==> src/rtl/twg_pkg.sv <==
// Shared types, register codes and waveform table for the table waveform generator.
// Used by every module under rtl/ but twg_checker; depends on nothing.
package twg_pkg;

  localparam int TableDepth = 64;
  localparam int IdxW       = $clog2(TableDepth);
  localparam int CountW     = 14;
  localparam int StepW      = 5;
  localparam int DutyW      = 8;
  localparam int CfgIdxW    = 2;
  localparam int CfgDataW   = 14;

  // Configuration register indexes
  localparam logic [CfgIdxW-1:0] REG_ENABLE = 2'd0;
  localparam logic [CfgIdxW-1:0] REG_KIND   = 2'd1;
  localparam logic [CfgIdxW-1:0] REG_STEP   = 2'd2;
  localparam logic [CfgIdxW-1:0] REG_PERIOD = 2'd3;

  // Waveform kinds
  localparam logic [1:0] WAVE_SQUARE   = 2'd0;
  localparam logic [1:0] WAVE_SINE     = 2'd1;
  localparam logic [1:0] WAVE_TRIANGLE = 2'd2;
  localparam logic [1:0] WAVE_SAWTOOTH = 2'd3;

  localparam logic [CountW-1:0] PERIOD_RESET = 14'd15625;

  // Table read request from the counter stage
  typedef struct packed {
    logic            valid;
    logic [1:0]      kind;
    logic [IdxW-1:0] idx;
  } rd_req_t;

  // Result of a table read
  typedef struct packed {
    logic [DutyW-1:0] duty;
    logic [IdxW-1:0]  pos;
  } sample_t;

  localparam logic [DutyW-1:0] SINE_ROM [64] = '{
    8'd127, 8'd139, 8'd152, 8'd164, 8'd176, 8'd187, 8'd198, 8'd208,
    8'd217, 8'd226, 8'd233, 8'd239, 8'd245, 8'd249, 8'd252, 8'd254,
    8'd255, 8'd254, 8'd252, 8'd249, 8'd245, 8'd239, 8'd233, 8'd226,
    8'd217, 8'd208, 8'd198, 8'd187, 8'd176, 8'd164, 8'd152, 8'd139,
    8'd127, 8'd115, 8'd102, 8'd90,  8'd78,  8'd67,  8'd56,  8'd46,
    8'd37,  8'd28,  8'd21,  8'd15,  8'd9,   8'd5,   8'd2,   8'd0,
    8'd0,   8'd0,   8'd2,   8'd5,   8'd9,   8'd15,  8'd21,  8'd28,
    8'd37,  8'd46,  8'd56,  8'd67,  8'd78,  8'd90,  8'd102, 8'd115
  };

  // Duty value of table entry i for the given waveform
  function automatic logic [DutyW-1:0] wave_value(logic [1:0] kind, logic [IdxW-1:0] i);
    logic [15:0] prod;
    logic [6:0]  fall;
    logic [1:0]  corr;
    logic [DutyW-1:0] res;
    prod = 16'd0;
    fall = 7'd0;
    corr = 2'd0;
    res  = '0;
    case (kind)
      WAVE_SINE: begin
        res = SINE_ROM[i];
      end
      WAVE_TRIANGLE: begin
        if (i < 6'd32) begin
          prod = 16'd510 * {10'd0, i};
        end else begin
          fall = 7'd64 - {1'b0, i};
          prod = 16'd510 * {9'd0, fall};
        end
        res = prod[13:6];
      end
      WAVE_SAWTOOTH: begin
        // 255*i/63 = 4*i + i/21 over the index range
        if (i < 6'd21)      corr = 2'd0;
        else if (i < 6'd42) corr = 2'd1;
        else if (i < 6'd63) corr = 2'd2;
        else                corr = 2'd3;
        res = {i, 2'b00} + {6'd0, corr};
      end
      default: begin
        res = (i < 6'd32) ? 8'd255 : 8'd0;
      end
    endcase
    return res;
  endfunction

endpackage

==> src/rtl/table_waveform_generator.sv <==
// Top level of the table waveform generator.
// Depends on twg_pkg, twg_ctrl, twg_rom and twg_out.
//
// Usage:
//   Input stream s_*: one beat per microsecond tick; s_tdata[0] = 1 requests a
//   restart (clears table index and tick count, no sample), 0 is a plain tick.
//   Output stream m_*: one beat per emitted sample, duty value and table index.
//   Configuration: cfg_we/cfg_index/cfg_data write enable (0), wave kind (1),
//   phase step (2) and sample period in ticks (3); write only while idle.
// Timing:
//   One input beat per cycle, sustained while the receiver keeps m_tready high.
//   The sample of the tick that completes the period passes the table read
//   register, then the output register, to m_tvalid; the counter/address stage
//   is combinational.
// Reset (rst, synchronous): counters clear, the pipeline empties, registers
//   return to disabled, sine, step 1, period 15625.
// Stall: while the receiver holds m_tready low, the output register and the
//   table stage keep their beats; s_tready falls only when both are full.
module table_waveform_generator (
  input  logic                          clk,
  input  logic                          rst,
  input  logic                          s_tvalid,
  output logic                          s_tready,
  input  logic [7:0]                    s_tdata,   // [0] restart, [7:1] zero
  output logic                          m_tvalid,
  input  logic                          m_tready,
  output logic [15:0]                   m_tdata,   // [7:0] duty_sample, [13:8] table_position
  input  logic                          cfg_we,
  input  logic [twg_pkg::CfgIdxW-1:0]   cfg_index,
  input  logic [twg_pkg::CfgDataW-1:0]  cfg_data
);

  twg_pkg::rd_req_t  req;
  twg_pkg::sample_t  rd_data;
  logic              rd_valid;
  logic              out_take;
  logic              advance;
  logic              beat;

  // Table stage moves when empty or when the output register takes it
  assign advance  = !rd_valid || out_take;
  assign s_tready = advance;
  assign beat     = s_tvalid && s_tready;

  twg_ctrl u_ctrl (
    .clk       (clk),
    .rst       (rst),
    .cfg_we    (cfg_we),
    .cfg_index (cfg_index),
    .cfg_data  (cfg_data),
    .beat      (beat),
    .restart   (s_tdata[0]),
    .req       (req)
  );

  twg_rom u_rom (
    .clk      (clk),
    .rst      (rst),
    .req      (req),
    .advance  (advance),
    .rd_valid (rd_valid),
    .rd_data  (rd_data)
  );

  twg_out u_out (
    .clk      (clk),
    .rst      (rst),
    .in_valid (rd_valid),
    .in_data  (rd_data),
    .take     (out_take),
    .m_tvalid (m_tvalid),
    .m_tready (m_tready),
    .m_tdata  (m_tdata)
  );

endmodule

==> src/rtl/twg_ctrl.sv <==
// Configuration registers, tick counter and table index for the waveform generator.
// Depends on twg_pkg; issues one table read request per emitted sample.
module twg_ctrl (
  input  logic                          clk,
  input  logic                          rst,
  input  logic                          cfg_we,
  input  logic [twg_pkg::CfgIdxW-1:0]   cfg_index,
  input  logic [twg_pkg::CfgDataW-1:0]  cfg_data,
  input  logic                          beat,
  input  logic                          restart,
  output twg_pkg::rd_req_t              req
);

  logic                          enable;
  logic [1:0]                    wave_kind;
  logic [twg_pkg::StepW-1:0]     phase_step;
  logic [twg_pkg::CountW-1:0]    sample_period;
  logic [twg_pkg::IdxW-1:0]      sample_index;
  logic [twg_pkg::IdxW-1:0]      sample_index_next;
  logic [twg_pkg::CountW-1:0]    tick_count;
  logic [twg_pkg::CountW-1:0]    tick_count_next;
  logic [twg_pkg::CountW-1:0]    tick_inc;
  logic [twg_pkg::CountW-1:0]    period_eff;
  logic                          emit;

  // Hold configuration; write on the enable strobe
  always_ff @(posedge clk) begin
    if (rst) begin
      enable        <= 1'b0;
      wave_kind     <= twg_pkg::WAVE_SINE;
      phase_step    <= twg_pkg::StepW'(1);
      sample_period <= twg_pkg::PERIOD_RESET;
    end else if (cfg_we) begin
      case (cfg_index)
        twg_pkg::REG_ENABLE: enable        <= cfg_data[0];
        twg_pkg::REG_KIND:   wave_kind     <= cfg_data[1:0];
        twg_pkg::REG_STEP:   phase_step    <= cfg_data[twg_pkg::StepW-1:0];
        twg_pkg::REG_PERIOD: sample_period <= cfg_data;
        default: ;
      endcase
    end
  end

  // Count ticks and decide whether this beat emits a sample
  always_comb begin
    tick_inc          = tick_count + twg_pkg::CountW'(1);
    period_eff        = (sample_period == '0) ? twg_pkg::CountW'(1) : sample_period;
    emit              = 1'b0;
    tick_count_next   = tick_count;
    sample_index_next = sample_index;
    if (restart) begin
      tick_count_next   = '0;
      sample_index_next = '0;
    end else if (enable) begin
      if (tick_inc != '0 && tick_inc < period_eff) begin
        tick_count_next = tick_inc;
      end else begin
        emit              = 1'b1;
        tick_count_next   = '0;
        sample_index_next = sample_index
                          + twg_pkg::IdxW'({{(twg_pkg::IdxW){1'b0}}, phase_step});
      end
    end
  end

  // Advance counters on each accepted beat
  always_ff @(posedge clk) begin
    if (rst) begin
      tick_count   <= '0;
      sample_index <= '0;
    end else if (beat) begin
      tick_count   <= tick_count_next;
      sample_index <= sample_index_next;
    end
  end

  assign req.valid = beat & emit;
  assign req.kind  = wave_kind;
  assign req.idx   = sample_index;

endmodule

==> src/rtl/twg_rom.sv <==
// Synchronous waveform table with a registered read and its valid stage.
// Depends on twg_pkg; the table contents come from twg_pkg::wave_value.
module twg_rom (
  input  logic              clk,
  input  logic              rst,
  input  twg_pkg::rd_req_t  req,
  input  logic              advance,
  output logic              rd_valid,
  output twg_pkg::sample_t  rd_data
);

  logic [twg_pkg::DutyW-1:0] table_mem [4*twg_pkg::TableDepth];
  logic [twg_pkg::IdxW+1:0]  addr;

  // Table image indexed by {kind, entry}
  always_comb begin
    for (int k = 0; k < 4*twg_pkg::TableDepth; k++) begin
      table_mem[k] = twg_pkg::wave_value(2'(k / twg_pkg::TableDepth),
                                         twg_pkg::IdxW'(k % twg_pkg::TableDepth));
    end
  end

  assign addr = {req.kind, req.idx};

  // Register the read; hold while the next stage is stalled
  always_ff @(posedge clk) begin
    if (rst) begin
      rd_valid <= 1'b0;
    end else if (advance) begin
      rd_valid <= req.valid;
    end
  end

  always_ff @(posedge clk) begin
    if (advance) begin
      rd_data.duty <= table_mem[addr];
      rd_data.pos  <= req.idx;
    end
  end

endmodule

==> src/rtl/twg_out.sv <==
// Output register of the waveform generator; parts the table stage from the receiver.
// Depends on twg_pkg for the sample type.
module twg_out (
  input  logic              clk,
  input  logic              rst,
  input  logic              in_valid,
  input  twg_pkg::sample_t  in_data,
  output logic              take,
  output logic              m_tvalid,
  input  logic              m_tready,
  output logic [15:0]       m_tdata
);

  twg_pkg::sample_t held;

  // Load when empty or when the receiver takes the current beat
  assign take = !m_tvalid || m_tready;

  always_ff @(posedge clk) begin
    if (rst) begin
      m_tvalid <= 1'b0;
    end else if (take) begin
      m_tvalid <= in_valid;
    end
  end

  always_ff @(posedge clk) begin
    if (take) begin
      held <= in_data;
    end
  end

  assign m_tdata = {2'b00, held.pos, held.duty};

endmodule

==> config.mk <==
export PLATFORM = sky130hd
export DESIGN_NAME = table_waveform_generator
export DESIGN_NICKNAME = d
export VERILOG_FILES = /design/src/rtl/twg_pkg.sv /design/src/rtl/table_waveform_generator.sv /design/src/rtl/twg_ctrl.sv /design/src/rtl/twg_rom.sv /design/src/rtl/twg_out.sv
export SDC_FILE = /design/constraint.sdc
export NUM_CORES = 1
export LEC_CHECK = 0
export ABC_AREA = 1
export BUFFER_PORTS_ARGS = -buffer_cell sky130_fd_sc_hd__buf_2
export CAP_MARGIN = 15
export CORE_MARGIN = 3
export CORE_UTILIZATION = 40
export DETAILED_ROUTE_END_ITERATION = 12
export PLACE_DENSITY_LB_ADDON = 0.05
export SLEW_MARGIN = 10
export SYNTH_ARGS = -nofsm -noshare
export SYNTH_HDL_FRONTEND = slang
export SYNTH_SLANG_ARGS = --single-unit
==> constraint.sdc <==
create_clock -name clk -period 2.63 [get_ports clk]
set_input_delay 0.1315 -clock clk [delete_from_list [all_inputs] [get_ports clk]]
set_output_delay 0.1315 -clock clk [all_outputs]
set_load 0.05 [all_outputs]
==> impl_results.md, run 1 <==
- Post-Layout Cell Count: 808
- Mapped cell area: approximately 4500 sq um
- Static leakage: about 0.0024 uW
- Drt pass-1 iters: 5
- Die Area: 12,500 sq um
- Worst vdd ir: between 0.0003 and 0.0004 V
- Initial Util: between 40% and 50%
- Hold Crit Class: input pin to flip-flop
- Worst Path Arrival: ~2.7 ns
- Setup ws final: around 0.12 ns
- Synthesized instance count: 610
- IO buf count: 37
- Routed WL: around 11 mm
- Antenna diodes: 0
- H-tree depth: 3
- Area of the multi-input gates: ~2400 sq um
- Clock network power share: between 30% and 40%
- Final period utilization: approximately 95%
- Root Driver: clkbuf_8
- Seq/Total Area, Yosys: between 30% and 40%
- Endpoint kind of the worst setup timing path: flip-flop
- Critical path's slowest cell: dfxtp_1
- RSZ-0062 raised after global routing: yes
- Gr usage total: 19.0%
- Die width: 112 um
- Worst slew pin tran: just over 0.7 ns
- IO Count: 47
- Hpwl dp: about 8.6 mm
- Cell mode on critical path: nor2_4
- Min Tclk post-route: about 2.5 ns
- CTS Buf Count: 9
- CP Class: flip-flop to flip-flop
- Layout cells sized above 1: about 18%
- Net switching power: 853 uW
- Register bit total from synthesis: 72
- Clock Path Buffers: 2
- # DRC: 0
- Fin area: between 5000 and 6000 sq um
- Antenna viol nets, final: 0
- Cell-internal power: ~1800 uW
- CP Buf/Inv Count: 2
- Total gr overflow: 0
- Max FO, Critical Path: 8
- Vias/cell: 5.14
- Slew headroom: about half
- Max Cap Viol: 0
- CP Cell Sequence: ha_2 -> nand2_2 -> nor2_4 -> nand3_1 -> xor2_1 -> inv_1 -> ha_1 -> nand4_1 -> o221ai_2 -> nor2_4 -> nand3_4 -> nand2_4 -> inv_2 -> nor2_1 -> nor2_2
- Fmax: 0.399 GHz
- Worst EP required: approximately 2.9 ns
- Pin count of the biggest net entering global routing: 23
- Nets: 727
- Clk_skew: 0.0157 ns
- Status: finished, final reports clean
- Final setup fails: 0
- CTS tree: yes
- Fin. Hold Viols: 0
- P&R area growth vs syn: 16.6%
- Initial antenna violation count: 0
- Avg Cell Area, Syn: 7.33 sq um
- Ys Warns: 0
- Placed cell count: slightly below 800
- Worst slack, placed: 0.0460 ns
- Fin. max-slew vios: 0
- Detailed Route Iter0 Violations: 430
- Synth cell types: 43
- Register area: around 1700 sq um
- Row count: 37
- Placer Congestion: between 0.9 and 1
- Clk Latency, worst-skew pair: roughly 0.35 ns
- CP Launch Type: flip-flop
- Pwr per Cell Area: 500 nW/um^2
- DP Area: about 4900 sq um
- Sequential share of power: between 40% and 50%
- Worst-path clk slew: roughly 0.09 ns
- Combinational power share: around 20%
- WL/cell: 14.2 um
- Fill count: 1,084
- Switching Fraction: between 30 and 40%
- Vert. Die Dim: between 100 and 150 um
- Vias in the first global route: 3,841
- First-pass GRT wire length: roughly 19 mm
- DR vias: just over 4k
- CP top delay family: simple AND/OR/NAND/NOR gates
- Crit path largest cell delay: 0.35 ns
- Clock sinks: roughly 70
- Final Total Pwr: between 2000 and 3000 uW
- Core area: around 11,000 sq um
[per-layer routing]
metal	up-vias	part of all wire, %	GRT usage [%]
li1	2162	-	-
met1	1833	51	29.1
met2	146	40	26.7
met3	12	7.4	4.18
met4	0	0.86	5.11
met5	-	0	0
[final cells by class]
cell class              instances  area share, %
multi-input cells             441           46.5
flip-flops and latches         72           33.1
repair buffers                 67           8.11
inverters                      76           5.52
well taps                     136           3.26
clock buffers                   9           2.37
clock inverters                 7           1.15
[synthesized netlist by cell type (all sizes together)]
master   instances  area (sq um)
fa               1          20.0
nor4             1          6.26
a22oi            1          7.51
clkinv           1          3.75
conb             1          3.75
nor2            75           333
o311ai           7          61.3
dfxtp           44           881
o221ai           3          26.3
a21oi           61           305
o211ai           4          30.0
nand2          142           548
buf              5          30.0
ha              30           375
o21ba            1          10.0
inv             75           284
nor3            11          55.1
o21ai           40           200
or2              3          18.8
nand4            7          43.8
o22ai            3          18.8
o21bai           2          15.0
a32o             1          10.0
edfxtp          28           841
o32ai            1          8.76
xor2             2          17.5
o21a             2          15.0
a211oi           4          30.0
o31ai            1          7.51
a31oi            1          6.26
nand3           34           188
clkbuf          17          63.8
o2111ai          1          8.76
[layout by cell type (no fill, tap or decap), types with 3 or more instances in the layout]
cell,netlist,layout
dfxtp_1,44,39
a211oi_1,4,4
o21ai_0,40,39
o22ai_1,3,3
or2_2,3,3
nor2_4,2,4
buf_4,2,25
nor2_1,64,61
dfxtp_2,0,5
o311ai_0,7,7
inv_6,0,3
ha_1,30,29
nand2_2,3,6
nor2_2,8,9
nand2_1,138,135
dlygate4sd3_1,0,5
edfxtp_1,28,28
buf_2,3,37
clkbuf_8,0,9
nand4_1,7,7
o211ai_1,4,4
inv_1,73,73
nand3_1,32,31
a21oi_1,61,59
clkinvlp_4,0,3
nor3_1,11,10
[logic make-up after synthesis]
family | after synthesis | share of synthesized area (%)
adders and majority gates | 31 | 8.84
xor gates and xnor gates | 2 | 0.392
DFF | 72 | 38.5
other | 1 | 0.0838
buffers and inverters | 98 | 8.53
and+or+nand+nor | 273 | 26.7
AOI/OAI and AO/OA | 133 | 17.0
[through the flow]
step                      TNS [ns]  util [%]  hold WS (ns)
after floorplan                  0         -         0.258
after global placement           0      46.3         0.349
after detailed placement         0      46.3         0.358
after CTS                        0      48.5       0.00146
after global routing        -0.296      49.2        0.0101
final                            0      49.2        0.0217
[worst min-delay path: stages]
cell	delay, ns
buf_2	0.09
a21oi_1	0.06
o21ai_0	0.06
[power by group through the flow]
stage | clock network [uW] | logic (uW) | registers, uW
CTS | 855 | 503 | 1280
global route | 910 | 564 | 1290
detailed placement | 0 | 496 | 1300
finish | 822 | 511 | 1280
global placement | 0 | 494 | 1300
floorplan | 0 | 255 | 1400
[state kept, by name, summed over array words and instances (netlist names)]
register and count:
u_ctrl.enable 1, u_ctrl.phase_step 5, u_ctrl.sample_index 6, u_ctrl.sample_period 14
u_ctrl.tick_count 14, u_ctrl.wave_kind 2, u_out.m_tdata 14, u_out.m_tvalid 1
u_rom.rd_data 14, u_rom.rd_valid 1
[worst paths after layout]
| kind | from | endpoint | slack, ns | cells past startpoint |
|---|---|---|---|---|
| hold / removal | cfg_data[3] | u_ctrl.sample_period[3] | 0.02 | 3 |
| setup reg to reg | u_ctrl.tick_count[0] | u_ctrl.sample_index[4] | 0.12 | 15 |
| setup / recovery | u_ctrl.tick_count[0] | u_ctrl.sample_index[4] | 0.12 | 15 |
| hold reg to reg | u_rom.rd_data[5] | u_out.m_tdata[13] | 0.41 | 0 |
[timing repair]
action	in CTS	in global routing
endpoints found under the setup margin	0	21
hold buffers	5	0
buffers inserted	0	3
resized for setup	0	18
endpoints found under the hold margin	5	0
No activity file was read; power rests on OpenSTA's default activity.
==> run 2, diff against run 1 <==
- CORE_UTILIZATION: 40 -> 49
- HOLD_SLACK_MARGIN: unset -> 0.06
==> run 2 against run 1 <==
Against the previous run:
- sequential power is essentially flat
- hold slack better by 0.049 ns
- register-to-register slack barely moved
- global-route usage increased by 4.0 points
- largest cell class unchanged
- highest routed layer unchanged
- cell count shrank 2.7%
- die area fell by 17%
- first-iteration DRC count fell by 24%
==> impl_results.md, run 2 (synthesis results as in run 1) <==
- Total gr overflow: 0 (unchanged)
- Max Cap Viol: 0 (unchanged)
- Static leakage: 0.00242 uW (was 0.00238 uW)
- Cell mode on critical path: nand2_2 (was nor2_4)
- Most frequent cells in the layout: nand2_1 (134), inv_1 (73), nor2_1 (61) (was nand2_1 (135), inv_1 (73), nor2_1 (61))
- Layout cells sized above 1: 18.3% (was 17.6%)
- DRT met1 WL: 5.88 mm (was 5.90 mm)
- Antenna diodes: 0 (unchanged)
- Final period utilization: 94.9% (was 95.3%)
- IO buf count: 37 (unchanged)
- Net switching power: 869 uW (was 853 uW)
- Pin count of the biggest net entering global routing: 22 (was 23)
- Worst slew pin tran: 0.662 ns (was 0.726 ns)
- Clock sinks: 72 (unchanged)
- CTS Buf Count: 9 (unchanged)
- Critical path's slowest cell: dfxtp_2 (was dfxtp_1)
- Worst EP required: 2.91 ns (was 2.86 ns)
- Hpwl dp: 8.22 mm (was 8.65 mm)
- Clock network power share: 34.2% (was 31.5%)
- Worst Path Arrival: 2.77 ns (was 2.74 ns)
- Clk_skew: 0.0121 ns (was 0.0157 ns)
- Row count: 34 (was 37)
- H-tree depth: 3 (unchanged)
- First-pass GRT wire length: 18.9 mm (was 19.5 mm)
- P&R area growth vs syn: 18.7% (was 16.6%)
- Vias in the first global route: 3,765 (was 3,841)
- Routed WL: 11.4 mm (was 11.5 mm)
- CP Cell Sequence: ha_2 -> nand2_2 -> nor2_4 -> nand3_1 -> nand2_2 -> inv_1 -> ha_1 -> nand2_1 -> o21a_1 -> o221ai_2 -> nor2_4 -> nand3_4 -> nand2_4 -> nand2_2 -> a21oi_1 (was ha_2 -> nand2_2 -> nor2_4 -> nand3_1 -> xor2_1 -> inv_1 -> ha_1 -> nand4_1 -> o221ai_2 -> nor2_4 -> nand3_4 -> nand2_4 -> inv_2 -> nor2_1 -> nor2_2)
- Nets: 733 (was 727)
- Fmax: 0.401 GHz (was 0.399 GHz)
- DP Area: 4860 sq um (was 4910 sq um)
- Gr usage total: 23.0% (was 19.0%)
- Endpoint kind of the worst setup timing path: flip-flop (unchanged)
- CP Class: flip-flop to flip-flop (unchanged)
- Switching Fraction: 31.8% (was 32.7%)
- # DRC: 0 (unchanged)
- Antenna viol nets, final: 0 (unchanged)
- Drt pass-1 iters: 5 (unchanged)
- Placer Congestion: 0.982 (was 0.939)
- Final setup fails: 0 (unchanged)
- Met3 Wirelength: 773 um (was 854 um)
- CTS tree: yes (unchanged)
- Worst-path clk slew: 0.09 ns (about the same)
- Fin area: 5310 sq um (was 5220 sq um)
- Pwr per Cell Area: 516 nW/um^2 (was 500 nW/um^2)
- Vias/cell: 5.41 (was 5.14)
- Fin. max-slew vios: 0 (unchanged)
- Clock Path Buffers: 2 (unchanged)
- WL/cell: 14.5 um (was 14.2 um)
- Met2 wire len: 4.70 mm (was 4.64 mm)
- Commonest non-fill, non-tap cell in the layout: nand2_1 (unchanged)
- Hold Crit Class: input pin to flip-flop (unchanged)
- Min Tclk post-route: 2.49 ns (was 2.51 ns)
- Die width: 102 um (was 112 um)
- Fin. Hold Viols: 0 (unchanged)
- Final Total Pwr: 2740 uW (was 2610 uW)
- Fill count: 813 (was 1,084)
- Clk Latency, worst-skew pair: 0.35 ns (about the same)
- Detailed Route Iter0 Violations: 327 (was 430)
- Max FO, Critical Path: 5 (was 8)
- CP Launch Type: flip-flop (unchanged)
- Initial Util: 50.8% (was 42.2%)
- Cell-internal power: 1870 uW (was 1760 uW)
- Crit path largest cell delay: 0.34 ns (was 0.35 ns)
- Status: finished, final reports clean (unchanged)
- Sequential share of power: 46.6% (was 48.9%)
- Worst vdd ir: 0.000369 V (was 0.000319 V)
- IO Count: 47 (unchanged)
- Max Used Layer: met4 (unchanged)
- Combinational power share: 19.2% (was 19.6%)
- Root Driver: clkbuf_8 (unchanged)
- Initial antenna violation count: 0 (unchanged)
- Die Area: 10,300 sq um (was 12,500 sq um)
- Slew headroom: 55.5% (was 51.2%)
- Core area: 8810 sq um (was 10,600 sq um)
- DR vias: 4,249 (was 4,153)
- Vert. Die Dim: 102 um (was 112 um)
-- run 2: layout make-up --
class / instances / area, sq um / share of cell area, %
multi-input cells: 442 / 2470 / 46.5
flip-flops and latches: 72 / 1730 / 32.6
repair buffers: 71 / 465 / 8.77
inverters: 76 / 295 / 5.56
well taps: 108 / 135 / 2.55
clock buffers: 9 / 124 / 2.33
clock inverters: 7 / 87.6 / 1.65
repair inverters: 1 / 6.26 / 0.118
-- run 2: path summary, 6_finish.rpt --
kind | start | end | slack (ns) | depth (start not counted)
hold reg to reg | u_rom.rd_data[13] | u_out.m_tdata[7] | 0.42 | 0
setup / recovery | u_ctrl.tick_count[0] | u_ctrl.tick_count[0] | 0.14 | 15
setup reg to reg | u_ctrl.tick_count[0] | u_ctrl.tick_count[0] | 0.14 | 15
hold / removal | cfg_data[6] | u_ctrl.sample_period[6] | 0.07 | 3
-- run 2: layer usage --
layer,global-route usage [%],vias up
met5,0,-
met4,5.52,0
met3,3.51,5
met2,32.2,146
met1,36.6,1934
li1,-,2164
-- run 2: worst max-delay path: cells and delay by family (launching register included) --
family,cells,cell delay (ns)
compound gates,3,0.45
fa+ha+maj,2,0.48
buf+inv,1,0.04
flops,1,0.34
simple gates,9,1.12
-- run 2: through the flow --
| step | std cells | hold slack [ns] | setup WS [ns] | TNS [ns] | utilization [%] |
|---|---|---|---|---|---|
| 2_1_floorplan | 611 | 0.258 | 0.301 | 0 | - |
| 4_1_cts | 780 | 0.0626 | 0.0670 | 0 | 58.7 |
| 6_report | 786 | 0.0704 | 0.135 | 0 | 60.3 |
| 3_5_place_dp | 754 | 0.352 | 0.101 | 0 | 55.2 |
| 3_3_place_gp | 754 | 0.345 | 0.157 | 0 | 55.2 |
| 5_1_grt | 786 | 0.0774 | -0.0236 | -0.188 | 60.3 |
-- run 2: power by group through the flow --
| stage | clock network (uW) | logic, uW | registers, uW |
|---|---|---|---|
| finish | 936 | 524 | 1280 |
| global route | 1000 | 579 | 1280 |
| CTS | 963 | 507 | 1280 |
| detailed placement | 0 | 493 | 1300 |
| global placement | 0 | 491 | 1300 |
| floorplan | 0 | 255 | 1400 |
-- run 2: timing repair --
item	4_1_cts	5_1_grt
hold buffers	10	0
resized for setup	0	26
buffers inserted	0	4
hold endpoints to repair	11	0
setup endpoints to repair	0	21
